[src/sv/vbm_pkg.sv]
`timescale 1ns / 1ps
`default_nettype none
// ----------------------------------------------------------------------------
// vbm_pkg
// Shared constants and types for the amplifier bank with frame mix.
// ----------------------------------------------------------------------------
package vbm_pkg;

    localparam int EXP_TABLE_BITS = 10;
    localparam int EXP_ROM_N      = (1 << EXP_TABLE_BITS) + 1;
    localparam int EXP_IDX_W      = EXP_TABLE_BITS + 1;

    localparam int CV_W = 15;
    localparam logic [CV_W-1:0] CV_FULL = 15'd20480;

    localparam int FAC_W  = 17;
    localparam int GAIN_W = 16;
    localparam int SUM_W  = 21;

    localparam int QUEUE_DEPTH = 4;
    localparam int QPTR_W      = $clog2(QUEUE_DEPTH);
    localparam int QCNT_W      = $clog2(QUEUE_DEPTH + 1);

    localparam int CFG_IDX_W = 2;
    localparam logic [CFG_IDX_W-1:0] CFG_LEVEL   = 2'd0;
    localparam logic [CFG_IDX_W-1:0] CFG_MIX_ONE = 2'd1;
    localparam logic [CFG_IDX_W-1:0] CFG_MIX_TWO = 2'd2;

    typedef struct packed {
        logic [15:0]      audio;
        logic [FAC_W-1:0] lin_fac;
        logic             lin_en;
        logic [FAC_W-1:0] exp_fac;
        logic             exp_en;
        logic             last;
    } vbm_item_t;

    typedef struct packed {
        logic [GAIN_W-1:0] level;
        logic [GAIN_W-1:0] mix_one;
        logic [GAIN_W-1:0] mix_two;
    } vbm_gain_t;

endpackage
`default_nettype wire

[src/sv/vbm_queue.sv]
`timescale 1ns / 1ps
`default_nettype none
// ----------------------------------------------------------------------------
// vbm_queue
// Short first-in first-out buffer of classified items between the two halves.
// ----------------------------------------------------------------------------
module vbm_queue (
    input  wire logic               aclk,
    input  wire logic               aresetn,
    input  wire logic               push_valid,
    input  wire vbm_pkg::vbm_item_t push_item,
    output logic                    full,
    input  wire logic               pop,
    output vbm_pkg::vbm_item_t      head,
    output logic                    empty
);
    import vbm_pkg::*;

    vbm_item_t           mem_reg [QUEUE_DEPTH];
    logic [QPTR_W-1:0]   wr_ptr_reg, rd_ptr_reg;
    logic [QCNT_W-1:0]   count_reg;
    logic                push_ok;

    assign full    = (count_reg == QCNT_W'(QUEUE_DEPTH));
    assign empty   = (count_reg == '0);
    assign push_ok = push_valid && !full;
    assign head    = mem_reg[rd_ptr_reg];

    always_ff @(posedge aclk) begin
        if (!aresetn) begin
            wr_ptr_reg <= '0;
            rd_ptr_reg <= '0;
            count_reg  <= '0;
        end else begin
            if (push_ok) begin
                wr_ptr_reg <= wr_ptr_reg + 1'b1;
            end
            if (pop) begin
                rd_ptr_reg <= rd_ptr_reg + 1'b1;
            end
            case ({push_ok, pop})
                2'b10:   count_reg <= count_reg + 1'b1;
                2'b01:   count_reg <= count_reg - 1'b1;
                default: count_reg <= count_reg;
            endcase
        end
    end

    always_ff @(posedge aclk) begin
        if (push_ok) begin
            mem_reg[wr_ptr_reg] <= push_item;
        end
    end

endmodule
`default_nettype wire

[config.mk]
export PLATFORM = sky130hd
export DESIGN_NAME = vbm_queue
export DESIGN_NICKNAME = d
export VERILOG_FILES = /design/src/sv/vbm_pkg.sv /design/src/sv/vbm_queue.sv
export SDC_FILE = /design/constraint.sdc
export NUM_CORES = 1
export LEC_CHECK = 0
export BUFFER_PORTS_ARGS = -buffer_cell sky130_fd_sc_hd__buf_2
export CAP_MARGIN = 0
export CORE_ASPECT_RATIO = 0.8
export CORE_MARGIN = 2
export CORE_UTILIZATION = 50
export CTS_CLUSTER_DIAMETER = 80
export DETAILED_ROUTE_END_ITERATION = 10
export GPL_TIMING_DRIVEN = 1
export PLACE_DENSITY = 0.74
export SETUP_SLACK_MARGIN = 0.15
export SLEW_MARGIN = 0
export SYNTH_ARGS = -nofsm -noshare
export SYNTH_HDL_FRONTEND = slang
export SYNTH_SLANG_ARGS = --single-unit
export TNS_END_PERCENT = 1
[constraint.sdc]
create_clock -name aclk -period 2.3 [get_ports aclk]
set_input_delay 0.345 -clock aclk [delete_from_list [all_inputs] [get_ports aclk]]
set_output_delay 0.345 -clock aclk [all_outputs]
set_load 0.02 [all_outputs]
**After elaboration in Yosys (flattened, before gate mapping)**

Memory sizes are Yosys's and may differ from the RTL's. A register that Yosys moved wholly into a read port is not among the register bits.
Cells that the tools add are included.
Widths: inputs -> output; s select.

- Output and inout bits: 55
- Memories kept: 1
- Register bits: 7
- Logic and storage cells: 20
- RAM bits: 212

- Eq/ne operators: 3
- Multiplexer cells: 5
- $add $sub $neg: 4
- Reduce and logical (&&, ||, !) cells: 4

Memory list:

| name | depth | bits a word | rd ports | clocked after memory_dff | wr ports | line | text |
|---|---|---|---|---|---|---|---|
| mem_reg | 4 | 53 | 1 | 1 | 1 | vbm_queue.sv:19 | `vbm_item_t mem_reg [QUEUE_DEPTH];` |

Operator list:

| kind | count |
|---|---|
| $pmux 3 s2 | 1 |
| $add 2x1->2 const B | 2 |
| $mux 2 | 2 |
| $add 3x1->3 const B | 1 |
| $eq 3x3->1 const B | 1 |
| $logic_not 3->1 | 1 |
| $sub 3x1->3 const B | 1 |
| $eq 2x1->1 const B | 1 |
| $eq 2x2->1 const B | 1 |
| $mux 1 | 2 |
| $reduce_bool 2->1 | 1 |
| $logic_and 1x1->1 | 1 |
| $logic_not 1->1 | 1 |

**Longest topological paths before layout**

Gate-level depths: netlist of run 1.

- Word-level depth: 5
- Depth in mapped cells: 10
- Gate-level depth less buffers: 9

**Worst setup path before layout of run 1**

OpenSTA, ideal clock, no wires.

- Kind: register to register
- From: reg count_reg[2]
- To: mem mem_reg[0][0] (netlist bit), enable pin
- Stages on the path, launching flop included: 5
- Slack: -0.186 ns
- Path buffers: 1
- Arrival: 2.070 ns
- Period minus slack after synthesis: 2.486 ns
- Cell sequence: dfxtp_1 nor3b_1 nor2b_1 buf_2 and2_1

- Word-level cells in the longest chain between the ends: 5

Ends and longest elaborated chain:

| item | line | text |
|---|---|---|
| start: declaration | vbm_queue.sv:21 | `logic [QCNT_W-1:0] count_reg;` |
| start signal: assignment | vbm_queue.sv:42 | `2'b10: count_reg <= count_reg + 1'b1;` |
| start signal: assignment | vbm_queue.sv:43 | `2'b01: count_reg <= count_reg - 1'b1;` |
| start signal: assignment | vbm_queue.sv:44 | `default: count_reg <= count_reg;` |
| $eq 3x3->1 | vbm_queue.sv:24 | `assign full = (count_reg == QCNT_W'(QUEUE_DEPTH));` |
| named net full | vbm_queue.sv:12 | `output logic full,` |
| $logic_not 1->1 | vbm_queue.sv:26 | `assign push_ok = push_valid && !full;` |
| $logic_and 1x1->1 | vbm_queue.sv:26 |  |
| $mux 1 | vbm_queue.sv:50 | `if (push_ok) begin` |
| $mux 1 (implied by the code) | vbm_queue.sv:51 | `mem_reg[wr_ptr_reg] <= push_item;` |
| end: declaration | vbm_queue.sv:19 |  |

The timed path passes the listed nets, and every way through them passes these cells.

==> summary.txt, run 1 <==
run status = complete, no violations
TritonCTS clock tree = yes
Crit-path slowest cell = mux4_2
Pins Over Slew Limit = 0
RSZ-0062 raised after global routing = yes
Cell Int Power = 7.67 mW
pre-CTS WS = 0.0311 ns
worst min path class = primary input to flop
commonest cells after routing, fill and taps aside = edfxtp_1, buf_2, mux4_2, clkbuf_16, buf_12
register bit total from synthesis = 221
drt drc = 0
final setup vio count = 0
Mapped Area = 8180 um2
Synthesized Nets = 391
CTS clk-pin slew, worst paths = 0.06 ns
Worst-Skew Late Latency = 0.49 ns
first-pass GRT wire length = 22,300 um
Core Rows = 41
Cells on Worst Hold Path = 1
ANT nets after route = 0
routed wire length per instance = 20.9 um
H-tree depth = 1
TritonCTS Buffers = 22
Die Area = 17,400 um2
Worst Min Path Start = push_item[46]
Layout Area Growth over Synthesis = 22.7%
fmax = 458 MHz
Seq/Total Area, Yosys = 0.800
R2R Setup Slk = 0.18 ns
sequential power share = 0.486
Combinational Power Share = 0.134
critical path data required time = 1.96 ns
CTS Sinks = 221
final hold viol count = 0
Largest register FFs = 212
Final Critical Period = 2.18 ns
worst reg2reg path endpoint = count_reg[2]
grt total ovfl = 0
iteration-0 DRC count of the detailed router = 283
Worst R2R Path Depth = 9
initial antenna violation count = 1
delay-heaviest family, CP = buffers and inverters
MaxCap Viol Count = 0
Critical R2R Launch = count_reg[2]
pwr dens = 983 nW/um2
HPWL after DPL = 8730 um
Yosys warning total = 0
share of layout cells above drive strength 1 = 0.468
final worst slack = 0.118 ns
die width = 147 um
Netlist cell types = 22
Post-Synthesis Cells = 328
vias per cell = 5.35
Nets = 534
Switching Fraction = 0.223
syn_area_per_cell = 24.9 um2
vias in the first global route = 3,980
post-route clock period utilization = 0.948
final core occ = 0.631
top cells by area, synth = edfxtp_1, mux4_2, dfxtp_1
pin slew with the least headroom to its limit = 0.370 ns
dominant cell type by area after synthesis = edfxtp_1
Die Y-Extent = 118 um
sw power = 2.20 mW
core area = 15,900 um2
startpoint types = flop
clock network power share = 0.381
worst path bufs/invs = 3
LEAKAGE = 3.46 nW
CTS Root Buffer Type = clkbuf_16
Placed Area = 9060 um2
1st-pass router iterations = 5
final instance area = 10,000 um2
CP Max Fanout = 7
port bufs = 111
IR drop worst, VDD = 592 uV
endpoint type of the worst setup path = output pin
clock skew = 0.00635 ns
Max-slew headroom = 0.753
Worst EP arrival = 1.84 ns
delay of the slowest cell on the worst path = 0.49 ns
hold endpoint = mem_reg[3][46]
clk buf depth = 3
Initial Util = 0.514
Setup CP Type = flop to output pin
top cell type's share of synthesized area = 0.778
RePlAce Congestion = 0.684
sequence of cells on the critical path = buf_12, clkbuf_16, mux4_2, buf_4
TNS Setup = 0 ns
most common cell after layout, fill and taps aside = edfxtp_1
gr usage total = 0.168
worst hold margin = 0.0680 ns
Tot Pwr = 9.87 mW
DP Cell Count = 653
I/O Pins = 112
largest net degree at the start of global routing = 41
non-filler cells, final = 701
via count = 3,748
Total Wirelength = 14,700 um
power groups by stage:
stage	Clock [mW]	Combinational (mW)	Sequential (mW)
final	3.76	1.32	4.79
after global placement	0	1.20	4.87
after global routing	4.00	1.41	4.82
after CTS	3.83	1.25	4.80
after detailed placement	0	1.23	4.89
after floorplan	0	0.814	4.86
worst max-delay path by stage:
stage,start,endpoint,slack (ns),cells past startpoint
6_report,flop,head[30],0.12,4
5_1_grt,flop,head[30],0.07,4
3_5_place_dp,count_reg[2],count_reg[2],0.03,9
2_1_floorplan,count_reg[2],mem_reg[1][0],-0.19,4
4_1_cts,flop,head[2],0.06,3
3_3_place_gp,count_reg[2],count_reg[2],0.27,9
layout make-up:
type                    instances  area, um2
flip-flops and latches        221       6550
fillers                      1121       5860
multi-input cells              87       1470
repair buffers                133        956
clock buffers                  25        583
well taps                     215        269
clock inverters                13        188
inverters                       6       22.5
diodes                          1       2.50
repair_timing:
item                                   CTS  global route
hold buffers                             0             0
buffers inserted                         2             2
endpoints found under the hold margin    0             0
resized for setup                        2            19
setup endpoints to repair               48            48
cloned                                   0             5
synth_stat cells (all sizes together):
| cell type | n |
|---|---|
| edfxtp | 212 |
| mux4 | 53 |
| buf | 12 |
| and2 | 9 |
| dfxtp | 9 |
| inv | 6 |
| nand2 | 6 |
| ha | 5 |
| clkbuf | 2 |
| mux2i | 2 |
| o21ai | 2 |
| xnor2 | 2 |
| xor2 | 2 |
| a21boi | 1 |
| fa | 1 |
| nor2b | 1 |
| nor3 | 1 |
| nor3b | 1 |
| or3 | 1 |
logic make-up (layout without fill, tap and decap cells):
kind of cell | Yosys count | count (layout) | share of synthesized area
compound gates | 3 | 3 | 0.00214
xor+xnor | 4 | 4 | 0.00428
fa+ha+maj | 6 | 6 | 0.0101
buf+inv | 20 | 177 | 0.0210
flops | 221 | 221 | 0.800
mux | 55 | 55 | 0.150
other cells | 0 | 1 | 0
simple gates | 19 | 19 | 0.0127
layer usage:
layer	GRT usage	vias up	share of wire
met5	0	-	0
met4	0.0373	0	0.017
met3	0.0402	21	0.057
met2	0.272	110	0.48
met1	0.236	1954	0.44
li1	-	1663	-
Note: power is estimated with default switching activity, not from simulation.
==> run 2, diff against run 1 <==
Settings changed: RECOVER_POWER set to 25.
==> run 2 against run 1 <==
  * Largest cell class unchanged
  * Clock-buffer cell count is the same
  * Sequential power is essentially flat
  * Critical endpoint unchanged
  * Core utilization shrank 0.27 points
  * Worst setup slack gained 0.0040 ns
==> summary.txt, run 2 (synthesis gave the netlist of run 1 again) <==
run status = complete, no violations
fmax = 459 MHz (+0.19%)
core area = 15,900 um2 (unchanged)
gr usage total = 0.168 (unchanged)
worst min path class = primary input to flop
largest net degree at the start of global routing = 41 (unchanged)
commonest cells after routing, fill and taps aside = edfxtp_1, buf_2, mux4_2, clkbuf_1, clkbuf_16
R2R Setup Slk = 0.18 ns (about the same)
Layout Area Growth over Synthesis = 22.2%
endpoint type of the worst setup path = output pin
CP Max Fanout = 7 (unchanged)
Nets = 534 (unchanged)
worst path bufs/invs = 3 (unchanged)
via count = 3,728 (-0.53%)
Critical R2R Launch = count_reg[2]
Core Rows = 41 (unchanged)
critical path data required time = 1.96 ns (about the same)
worst hold margin = 0.0799 ns (+0.0120 ns)
final setup vio count = 0 (unchanged)
Pins Over Slew Limit = 0 (unchanged)
routed wire length per instance = 21.0 um (about the same)
Worst-Skew Late Latency = 0.49 ns (about the same)
Worst EP arrival = 1.83 ns (about the same)
Max-slew headroom = 0.755 (+0.00190)
1st-pass router iterations = 5 (unchanged)
port bufs = 111 (unchanged)
vias in the first global route = 3,980 (unchanged)
ANT nets after route = 0 (unchanged)
clock skew = 0.00564 ns (-0.000703 ns)
I/O Pins = 112 (unchanged)
vias per cell = 5.32 (-0.53%)
drt drc = 0 (unchanged)
Fillers = 1,138 (+1.5%)
pin slew with the least headroom to its limit = 0.367 ns (-0.00285 ns)
Final Critical Period = 2.18 ns (-0.00405 ns)
pwr dens = 986 nW/um2 (+0.30%)
post-route clock period utilization = 0.947 (-0.00176)
most common cell after layout, fill and taps aside = edfxtp_1
first-pass GRT wire length = 22,300 um (unchanged)
clk buf depth = 3 (unchanged)
die width = 147 um (unchanged)
TritonCTS clock tree = yes
HPWL after DPL = 8730 um (unchanged)
Total Wirelength = 14,700 um (about the same)
Worst Min Path Start = push_item[20]
MaxCap Viol Count = 0 (unchanged)
IR drop worst, VDD = 591 uV (-0.18%)
grt total ovfl = 0 (unchanged)
H-tree depth = 1 (unchanged)
CTS Sinks = 221 (unchanged)
iteration-0 DRC count of the detailed router = 290 (+2.5%)
Largest register FFs = 212 (unchanged)
Crit-path slowest cell = mux4_2
final hold viol count = 0 (unchanged)
Initial Util = 0.514 (unchanged)
Die Y-Extent = 118 um (unchanged)
CTS Root Buffer Type = clkbuf_16
delay of the slowest cell on the worst path = 0.49 ns (about the same)
startpoint types = flop
initial antenna violation count = 1 (unchanged)
sequence of cells on the critical path = buf_12, clkbuf_16, mux4_2, buf_4
LEAKAGE = 3.36 nW (-2.7%)
RePlAce Congestion = 0.684 (unchanged)
delay-heaviest family, CP = buffers and inverters
share of layout cells above drive strength 1 = 0.398 (-0.0701)
Tot Pwr = 9.86 mW (-0.12%)
Die Area = 17,400 um2 (unchanged)
TritonCTS Buffers = 22 (unchanged)
CTS clk-pin slew, worst paths = 0.06 ns (about the same)
Setup CP Type = flop to output pin
RSZ-0062 raised after global routing = yes
final core occ = 0.629 (-0.00267)
[run 2: layout make-up]
class,count,area (um2),area share
Inverter,6,22.5,0.00225
Clock buffer,25,583,0.0583
Antenna cell,1,2.50,0.000250
Tap cell,215,269,0.0269
Timing Repair Buffer,133,913,0.0914
Sequential cell,221,6550,0.655
Clock inverter,13,188,0.0188
Multi-Input combinational cell,87,1470,0.147
[run 2: worst paths after layout]
check,to,cells past startpoint
hold reg to reg,wr_ptr_reg[1],2
setup / recovery,head[30],4
hold / removal,mem_reg[3][20],1
setup reg to reg,count_reg[2],9
[run 2: metal layers]
layer	share of wire	vias to the layer above	track usage
li1	-	1665	-
met1	0.43	1924	0.236
met2	0.49	118	0.272
met3	0.067	21	0.0402
met4	0.017	0	0.0373
met5	0	-	0
[run 2: power breakdown]
| part | total (mW) | switching [mW] | internal (mW) |
|---|---|---|---|
| clock | 3.75 | 1.38 | 2.37 |
| combinational | 1.31 | 0.738 | 0.571 |
| sequential | 4.79 | 0.0728 | 4.72 |
[run 2: what timing repair did]
item | 4_1_cts | 5_1_grt
setup endpoints to repair | 48 | 48
resized for setup | 2 | 19
setup buffers | 2 | 2
gates cloned | 0 | 5
pin swaps | 0 | 0
hold buffers | 0 | 0
[run 2: stage by stage]
stage / cells / setup WS, ns / TNS (ns) / cell area [um2]
after floorplan: 328 / -0.186 / -29.71 / 8180
after global placement: 653 / 0.272 / 0 / 9060
after detailed placement: 653 / 0.0311 / 0 / 9060
after CTS: 693 / 0.0620 / 0 / 9860
after global routing: 700 / 0.0693 / 0 / 10000
final: 701 / 0.123 / 0 / 10000
