<file path="config.mk">
export PLATFORM = sky130hd
export DESIGN_NAME = vbm_back
export DESIGN_NICKNAME = d
export VERILOG_FILES = /design/src/sv/vbm_pkg.sv /design/src/sv/vbm_back.sv
export SDC_FILE = /design/constraint.sdc
export NUM_CORES = 2
export LEC_CHECK = 0
export BUFFER_PORTS_ARGS = -buffer_cell sky130_fd_sc_hd__clkbuf_2
export CELL_PAD_IN_SITES_DETAIL_PLACEMENT = 1
export CELL_PAD_IN_SITES_GLOBAL_PLACEMENT = 1
export CORE_UTILIZATION = 37
export DETAILED_ROUTE_END_ITERATION = 8
export PLACE_DENSITY = 0.6
export SLEW_MARGIN = 20
export SYNTH_ARGS = -nofsm -noshare
export SYNTH_HDL_FRONTEND = slang
export SYNTH_SLANG_ARGS = --single-unit
</file>
<file path="constraint.sdc">
create_clock -name aclk -period 8.6 [get_ports aclk]
set_clock_uncertainty 0.1 [all_clocks]
set_input_delay 0.43 -clock aclk [delete_from_list [all_inputs] [get_ports aclk]]
set_output_delay 0.43 -clock aclk [all_outputs]
set_load 0.01 [all_outputs]
</file>
<file path="src/sv/vbm_pkg.sv">
`timescale 1ns / 1ps
`default_nettype none
// ----------------------------------------------------------------------------
// vbm_pkg
// Shared constants and types for the amplifier bank with frame mix.
// ----------------------------------------------------------------------------
package vbm_pkg;

    localparam int EXP_TABLE_BITS = 10;
    localparam int EXP_ROM_N      = (1 << EXP_TABLE_BITS) + 1;
    localparam int EXP_IDX_W      = EXP_TABLE_BITS + 1;

    localparam int CV_W = 15;
    localparam logic [CV_W-1:0] CV_FULL = 15'd20480;

    localparam int FAC_W  = 17;
    localparam int GAIN_W = 16;
    localparam int SUM_W  = 21;

    localparam int QUEUE_DEPTH = 4;
    localparam int QPTR_W      = $clog2(QUEUE_DEPTH);
    localparam int QCNT_W      = $clog2(QUEUE_DEPTH + 1);

    localparam int CFG_IDX_W = 2;
    localparam logic [CFG_IDX_W-1:0] CFG_LEVEL   = 2'd0;
    localparam logic [CFG_IDX_W-1:0] CFG_MIX_ONE = 2'd1;
    localparam logic [CFG_IDX_W-1:0] CFG_MIX_TWO = 2'd2;

    typedef struct packed {
        logic [15:0]      audio;
        logic [FAC_W-1:0] lin_fac;
        logic             lin_en;
        logic [FAC_W-1:0] exp_fac;
        logic             exp_en;
        logic             last;
    } vbm_item_t;

    typedef struct packed {
        logic [GAIN_W-1:0] level;
        logic [GAIN_W-1:0] mix_one;
        logic [GAIN_W-1:0] mix_two;
    } vbm_gain_t;

endpackage
`default_nettype wire

</file>
<file path="src/sv/vbm_back.sv">
`timescale 1ns / 1ps
`default_nettype none
// ----------------------------------------------------------------------------
// vbm_back
// Applies the level factor, then the control factors through one shared
// multiplier, keeps the frame sum, forms the mix outputs and holds the result beat.
// ----------------------------------------------------------------------------
module vbm_back (
    input  wire logic               aclk,
    input  wire logic               aresetn,
    input  wire logic               q_empty,
    input  wire vbm_pkg::vbm_item_t q_head,
    output logic                    q_pop,
    input  wire vbm_pkg::vbm_gain_t gains,
    output logic                    out_valid,
    input  wire logic               out_ready,
    output logic [47:0]             out_data,
    output logic                    out_user
);
    import vbm_pkg::*;

    localparam logic [2:0] B_IDLE = 3'd0;
    localparam logic [2:0] B_LIN  = 3'd1;
    localparam logic [2:0] B_EXP  = 3'd2;
    localparam logic [2:0] B_SUM  = 3'd3;
    localparam logic [2:0] B_MIX  = 3'd4;

    localparam logic signed [SUM_W:0] SUM_MAX = 22'sd1048575;
    localparam logic signed [SUM_W:0] SUM_MIN = -22'sd1048576;

    function automatic logic [15:0] sat16(input logic signed [22:0] v);
        if (v > 23'sd32767) begin
            return 16'h7fff;
        end else if (v < -23'sd32768) begin
            return 16'h8000;
        end else begin
            return v[15:0];
        end
    endfunction

    logic [2:0]              state_reg, state_next;
    vbm_item_t               item_reg;
    logic signed [32:0]      acc_reg;
    logic [15:0]             ch_reg;
    logic signed [SUM_W-1:0] sum_reg, mixsum_reg;
    logic                    out_valid_reg;
    logic [15:0]             out_ch_reg, out_m1_reg, out_m2_reg;
    logic                    out_mv_reg;

    logic                    can_load;
    logic signed [32:0]      lvl_prod;
    logic [FAC_W-1:0]        fac_sel;
    logic                    fac_en;
    logic signed [50:0]      mul_prod, mul_rnd;
    logic signed [33:0]      ch_rnd;
    logic signed [17:0]      ch_v;
    logic [15:0]             ch_sat;
    logic signed [SUM_W:0]   sum_add;
    logic signed [SUM_W-1:0] sum_sat;
    logic signed [37:0]      mix1_prod, mix2_prod;
    logic signed [38:0]      mix1_rnd, mix2_rnd;

    assign can_load = !out_valid_reg || out_ready;
    assign q_pop    = !q_empty &&
                      ((state_reg == B_IDLE) || (state_reg == B_MIX && can_load));

    assign lvl_prod = $signed(q_head.audio) * $signed({1'b0, gains.level});

    assign fac_sel  = (state_reg == B_LIN) ? item_reg.lin_fac : item_reg.exp_fac;
    assign fac_en   = (state_reg == B_LIN) ? item_reg.lin_en : item_reg.exp_en;
    assign mul_prod = acc_reg * $signed({1'b0, fac_sel});
    assign mul_rnd  = mul_prod + 51'sd32768;

    assign ch_rnd = {acc_reg[32], acc_reg} + 34'sd32768;
    assign ch_v   = ch_rnd[33:16];
    assign ch_sat = sat16({{5{ch_v[17]}}, ch_v});

    assign sum_add = {sum_reg[SUM_W-1], sum_reg} + {{(SUM_W-15){ch_sat[15]}}, ch_sat};

    always_comb begin
        if (sum_add > SUM_MAX) begin
            sum_sat = SUM_MAX[SUM_W-1:0];
        end else if (sum_add < SUM_MIN) begin
            sum_sat = SUM_MIN[SUM_W-1:0];
        end else begin
            sum_sat = sum_add[SUM_W-1:0];
        end
    end

    assign mix1_prod = mixsum_reg * $signed({1'b0, gains.mix_one});
    assign mix2_prod = mixsum_reg * $signed({1'b0, gains.mix_two});
    assign mix1_rnd  = {mix1_prod[37], mix1_prod} + 39'sd32768;
    assign mix2_rnd  = {mix2_prod[37], mix2_prod} + 39'sd32768;

    assign out_valid = out_valid_reg;
    assign out_data  = {out_m2_reg, out_m1_reg, out_ch_reg};
    assign out_user  = out_mv_reg;

    always_comb begin
        state_next = state_reg;
        case (state_reg)
            B_IDLE: begin
                if (q_pop) begin
                    state_next = B_LIN;
                end
            end
            B_LIN:  state_next = B_EXP;
            B_EXP:  state_next = B_SUM;
            B_SUM:  state_next = B_MIX;
            B_MIX: begin
                if (can_load) begin
                    state_next = q_pop ? B_LIN : B_IDLE;
                end
            end
            default: state_next = B_IDLE;
        endcase
    end

    always_ff @(posedge aclk) begin
        if (!aresetn) begin
            state_reg     <= B_IDLE;
            out_valid_reg <= 1'b0;
            sum_reg       <= '0;
        end else begin
            state_reg <= state_next;
            if (state_reg == B_MIX && can_load) begin
                out_valid_reg <= 1'b1;
            end else if (out_ready) begin
                out_valid_reg <= 1'b0;
            end
            if (state_reg == B_SUM) begin
                sum_reg <= item_reg.last ? '0 : sum_sat;
            end
        end
    end

    always_ff @(posedge aclk) begin
        if (q_pop) begin
            item_reg <= q_head;
            acc_reg  <= lvl_prod;
        end else if ((state_reg == B_LIN || state_reg == B_EXP) && fac_en) begin
            acc_reg <= mul_rnd[48:16];
        end
        if (state_reg == B_SUM) begin
            ch_reg     <= ch_sat;
            mixsum_reg <= sum_sat;
        end
        if (state_reg == B_MIX && can_load) begin
            out_ch_reg <= ch_reg;
            out_mv_reg <= item_reg.last;
            // zero mix lanes on beats that do not close a frame
            if (item_reg.last) begin
                out_m1_reg <= sat16(mix1_rnd[38:16]);
                out_m2_reg <= sat16(mix2_rnd[38:16]);
            end else begin
                out_m1_reg <= '0;
                out_m2_reg <= '0;
            end
        end
    end

endmodule
`default_nettype wire

</file>
# Yosys cells after proc, flatten, opt, wreduce, memory -nomap -nowiden
# Cells that the tools add are included.
# Widths: inputs -> output; s select.
# word_totals
out_inout_bits,51
elab_cells,74
inputBits,105
ff_bits,181
# classes
magnitude_cmp,8
n_reduce_logical,14
add_sub_neg,5
eq_ne,6
bitwise,1
mul,4
n_mux,19
# op_table
operator,n
$add 38x17->39 const B,2
$mul 21x17->38,2
$mux 33,2
$mux 16,4
$mux 21,3
$add 49x17->49 const B,1
$mul 33x18->49,1
$gt 23x16->1 const B,2
$lt 23x16->1 const B,2
$add 33x17->34 const B,1
$mul 16x17->33,1
$mux 15,2
$add 21x16->22,1
$gt 22x21->1 const B,1
$lt 22x21->1 const B,1
$gt 18x16->1 const B,1
$lt 18x16->1 const B,1
$mux 17,1
$pmux 3 s5,1
$eq 3x2->1 const B,2
$mux 3,2
$mux 1,4
$ne 2x2->1 const B,2
$reduce_bool 2->1,2
9 further kinds,15

# Longest topological paths before layout
# depth
ltp_word,9
depth_mapped,30
ltp_nobuf,26

# Worst setup path before layout
# Ideal clock, no wire load.
# synth_path
kind,register to register
start,reg state_reg[0]
end,reg acc_reg[24] (data pin)
t_required_ns,8.244
path_stages_with_launch,28
setup_slack_ns,0.972
setup_ns,0.256
synth_period_minus_slack_ns,7.628
arrival_time_ns,7.273
n_path_buf,4
cell_sequence,dfxtp_1 > buf_2 > nor3b_2 > buf_6 > clkbuf_1 > mux2i_1 > clkbuf_1 > nor2b_1 > fa_1 > fa_1 > inv_1 > fa_1 > fa_1 > fa_1 > inv_1 > fa_1 > ha_1 > a21o_1 > a21o_1 > a211oi_1 > o2111ai_1 > o21ai_2 > o21ai_2 > a21oi_1 > and2_1 > o21ai_1 > a211o_1 > a31o_2
# synth_via
elab_chain_len,6
word_cells_on_any_way,11
cone_classes,1 x add/sub; 1 x mul; 2 x eq/ne; 3 x mux; 4 x reduce/logical
# synth_lines
item,line_no,rtl
"start, declared",vbm_back.sv:41,"logic [2:0] state_reg, state_next;"
"start signal, assigned",vbm_back.sv:125,state_reg <= state_next;
$eq 3x1->1,vbm_back.sv:69,assign fac_sel = (state_reg == B_LIN) ? item_reg.lin_fac : item_reg.exp_fac;
$mux 17,vbm_back.sv:69,
$mul 33x18->49,vbm_back.sv:71,"assign mul_prod = acc_reg * $signed({1'b0, fac_sel});"
$add 49x17->49,vbm_back.sv:72,assign mul_rnd = mul_prod + 51'sd32768;
$mux 33,vbm_back.sv:141,end else if ((state_reg == B_LIN || state_reg == B_EXP) && fac_en) begin
$mux 33 (*),vbm_back.sv:138,if (q_pop) begin
"end signal, assigned",vbm_back.sv:140,acc_reg <= lvl_prod;
"end signal, assigned",vbm_back.sv:142,acc_reg <= mul_rnd[48:16];
"end, declared",vbm_back.sv:43,logic signed [32:0] acc_reg;
# Mark *: on every way between the ends. The rest lies on a longest branch, timed or not. The select of a mux whose other input is x is not followed.
# A chain may end at the register's enable or synchronous reset.

# Final worst setup path
# layout_path
start,reg mixsum_reg[6]
end,reg out_m2_reg[3] (data pin)
# layout_via
elab_chain_len,5
word_cells_on_any_way,6
cone_classes,1 x add/sub; 1 x mul; 2 x order compare; 2 x mux
# layout_lines
item,line_no,rtl
"start, declared",vbm_back.sv:45,"logic signed [SUM_W-1:0] sum_reg, mixsum_reg;"
"start signal, assigned",vbm_back.sv:146,mixsum_reg <= sum_sat;
$mul 21x17->38 (*),vbm_back.sv:91,"assign mix2_prod = mixsum_reg * $signed({1'b0, gains.mix_two});"
$add 38x17->39 (*),vbm_back.sv:93,"assign mix2_rnd = {mix2_prod[37], mix2_prod} + 39'sd32768;"
$lt 23x16->1,vbm_back.sv:34,end else if (v < -23'sd32768) begin
$mux 16,vbm_back.sv:34,
$mux 15 (*),vbm_back.sv:32,if (v > 23'sd32767) begin
"end signal, assigned",vbm_back.sv:154,out_m2_reg <= sat16(mix2_rnd[38:16]);
"end, declared",vbm_back.sv:47,"logic [15:0] out_ch_reg, out_m1_reg, out_m2_reg;"
# Mark *: on every way between the ends. The rest lies on a longest branch, timed or not.

==> results.cfg <==
[global_routing]
grt-ovfl-total = 0
antenna_found_initial = 3
grt_util_all_layers_pct = 21.7
grt_max_degree = 38
grt-busiest-layer = met2
met2_usage_pct = 41.0
met1_usage_pct = 27.0
grt_pass1_vias = 49400
grt_pass1_wl_um = 277000
grtUsageMet3_pct = 1.53

[yosys]
synth_enable_flop_cells = 156
synth_cell_type_count = 79
netlist_instances = 6508
synth_nets = 8516
ys_ff_latch = 181
synthFlopType = edfxtp_1
synthArstFlopShare_pct = 0
syn-cell-area_um2 = 60500
yosys_warnings = 0
syn_area_per_cell_um2 = 9.30
ys_seq_area_share_pct = 8.57

[clocking]
cts_num_sinks = 181
root_buffer = clkbuf_16
cts_tree = done
cts_setup_buffers = 0
cts_buffers = 17
cts_max_path_buffers = 2
path_clk_slew_ns = 0.10
clock_insertion_delay_worst_skew_ns = 0.57
cts-htree-levels = 4

[critical_path]
endpoint_kind = flip-flop
slowest_stage = edfxtp_1
slowest_delay_ns = 0.90
startpoint_type = flip-flop
path_max_fanout = 17
path_common_cell = fa_1
critPathArrivalTime_ns = 8.30
critical_path_class = flip-flop to flip-flop
crit_required_ns = 8.77

[cells_and_area]
fillers = 18800
layout-drive-gt1-share_pct = 5.45
syn_to_final_growth_pct = 7.20
largest_reg_flops = 37
num-nets-final = 8550
final_area_um2 = 64800
stdcell_count = 8732

[drt]
drt-initial-drc-count = 1597
vias_per_cell = 4.84
vias = 42300
wl_per_cell_um = 19.5
wl_um = 170000
drtAntennaViolNets = 0
drc = 2
firstDrtPassIters = 7

[placed_design]
io_buffers = 155
dp.final_hpwl_um = 143000
gp_congestion = 0.834
placed_cell_area_um2 = 63800
place_ws_ns = 0.436
placed_cells = 8662

[die]
die-area_um2 = 165000
io_pins = 156
die_w_um = 406
num_rows = 148
fp.dieH_um = 406
start_util_pct = 37.2
coreArea_um2 = 163000

[timing]
rsz0062_at_grt = false
setup_viol = 0
max_freq_mhz = 123
slew_violations = 0
slew_headroom_pct = 29.8
fin_setup_tns_ns = 0
fin_crit_ns = 8.13
tightest_slew_ns = 1.05
post-route-period-util_pct = 94.5
setup_ws_ns = 0.473
hold_viol = 0

[worst_hold_path]
hp-class = input port to flip-flop

[status]
status = finished, violations left
violations = design-rule violations

[run]
max_cap_violations = 0
[metal layers]
metal  vias to the layer above  part of all wire (%)
met5                         -                     0
met4                         0                   1.8
met3                       152                   1.8
met2                       431                    54
met1                     22600                    43
li1                      19100                     -
[synthesized netlist by cell type (14+ instances only)]
cell      count  area, um2
a21o_1       63        473
a21oi_1     134        671
and2_1      572       3580
clkbuf_1    278       1040
dfxtp_1      25        500
edfxtp_1    156       4680
fa_1       1394      27900
ha_1        509       6370
inv_1      1679       6300
mux2_2       14        158
nand2_1     854       3210
nand2b_1     39        244
nand3_1      28        140
nand4_1      20        125
nor2_1      101        379
nor2b_1     139        870
nor3_1       32        160
o21a_1       23        173
o21ai_0      76        380
o21bai_1     15        113
o22ai_1      17        106
xnor2_1      92        806
xor2_1       58        508
[placed cells by master (no fill, tap or decap), drive strengths merged, types with 58 or more instances in the layout]
cell type	netlist	routed
o21ai	88	88
xor2	58	58
buf	12	115
a21o	63	63
nand2	854	854
edfxtp	156	156
clkbuf	279	172
nor2b	139	139
nor2	101	101
and2	572	572
inv	1679	1687
ha	509	509
a21oi	138	138
xnor2	92	92
fa	1394	1394
[per-stage QoR]
step / hold slack [ns] / utilization, %
6_report: 0.0864 / 39.9
5_1_grt: 0.0601 / 39.9
4_1_cts: 0.0192 / 39.9
3_5_place_dp: 0.306 / 39.3
3_3_place_gp: 0.303 / 39.3
2_1_floorplan: 0.300 / -
[path summary, 6_finish.rpt]
| path | startpoint | to | slack (ns) | depth (start not counted) |
|---|---|---|---|---|
| worst max-delay path | mixsum_reg[6] | out_m2_reg[3] | 0.47 | 25 |
| worst min-delay path | q_head[19] | item_reg[19] | 0.09 | 1 |
| worst max register to register | mixsum_reg[6] | out_m2_reg[3] | 0.47 | 25 |
| worst min register to register | ch_reg[4] | out_ch_reg[4] | 0.32 | 0 |
[cells by family after synthesis]
kind of cell,share of synthesized area (%)
buf+inv,12.3
fa+ha+maj,56.7
flops,8.57
compound gates,4.82
xor+xnor,2.17
mux,0.410
simple gates,15.0
[critical path: cells and delay by family (launching register included)]
family,cells,cell delay [ns]
buffers and inverters,6,0.61
AOI/OAI and AO/OA,8,2.15
xor gates and xnor gates,1,0.25
DFF,1,0.90
and+or+nand+nor,3,0.53
adders and majority gates,7,3.30
[repair_timing]
action                     in CTS  in global routing
hold endpoints to repair       36                  0
setup endpoints to repair       0                  0
resized for setup               0                  0
hold buffers                   36                  0
[area by class of cell]
| class | instances | area, um2 | share of cell area (%) |
|---|---|---|---|
| clock inverter | 15 | 218 | 0.336 |
| sequential | 181 | 5180 | 8.00 |
| multi-input combinational | 4356 | 48000 | 73.9 |
| clock buffer | 17 | 425 | 0.656 |
| tap | 2175 | 2720 | 4.20 |
| timing repair buffer | 306 | 2040 | 3.14 |
| inverter | 1680 | 6310 | 9.73 |
| antenna | 2 | 5.00 | 0.00772 |
Power is left out: the tool's default activity adds up to more than one toggle a clock period on the data nets, which glitch-free logic cannot reach.
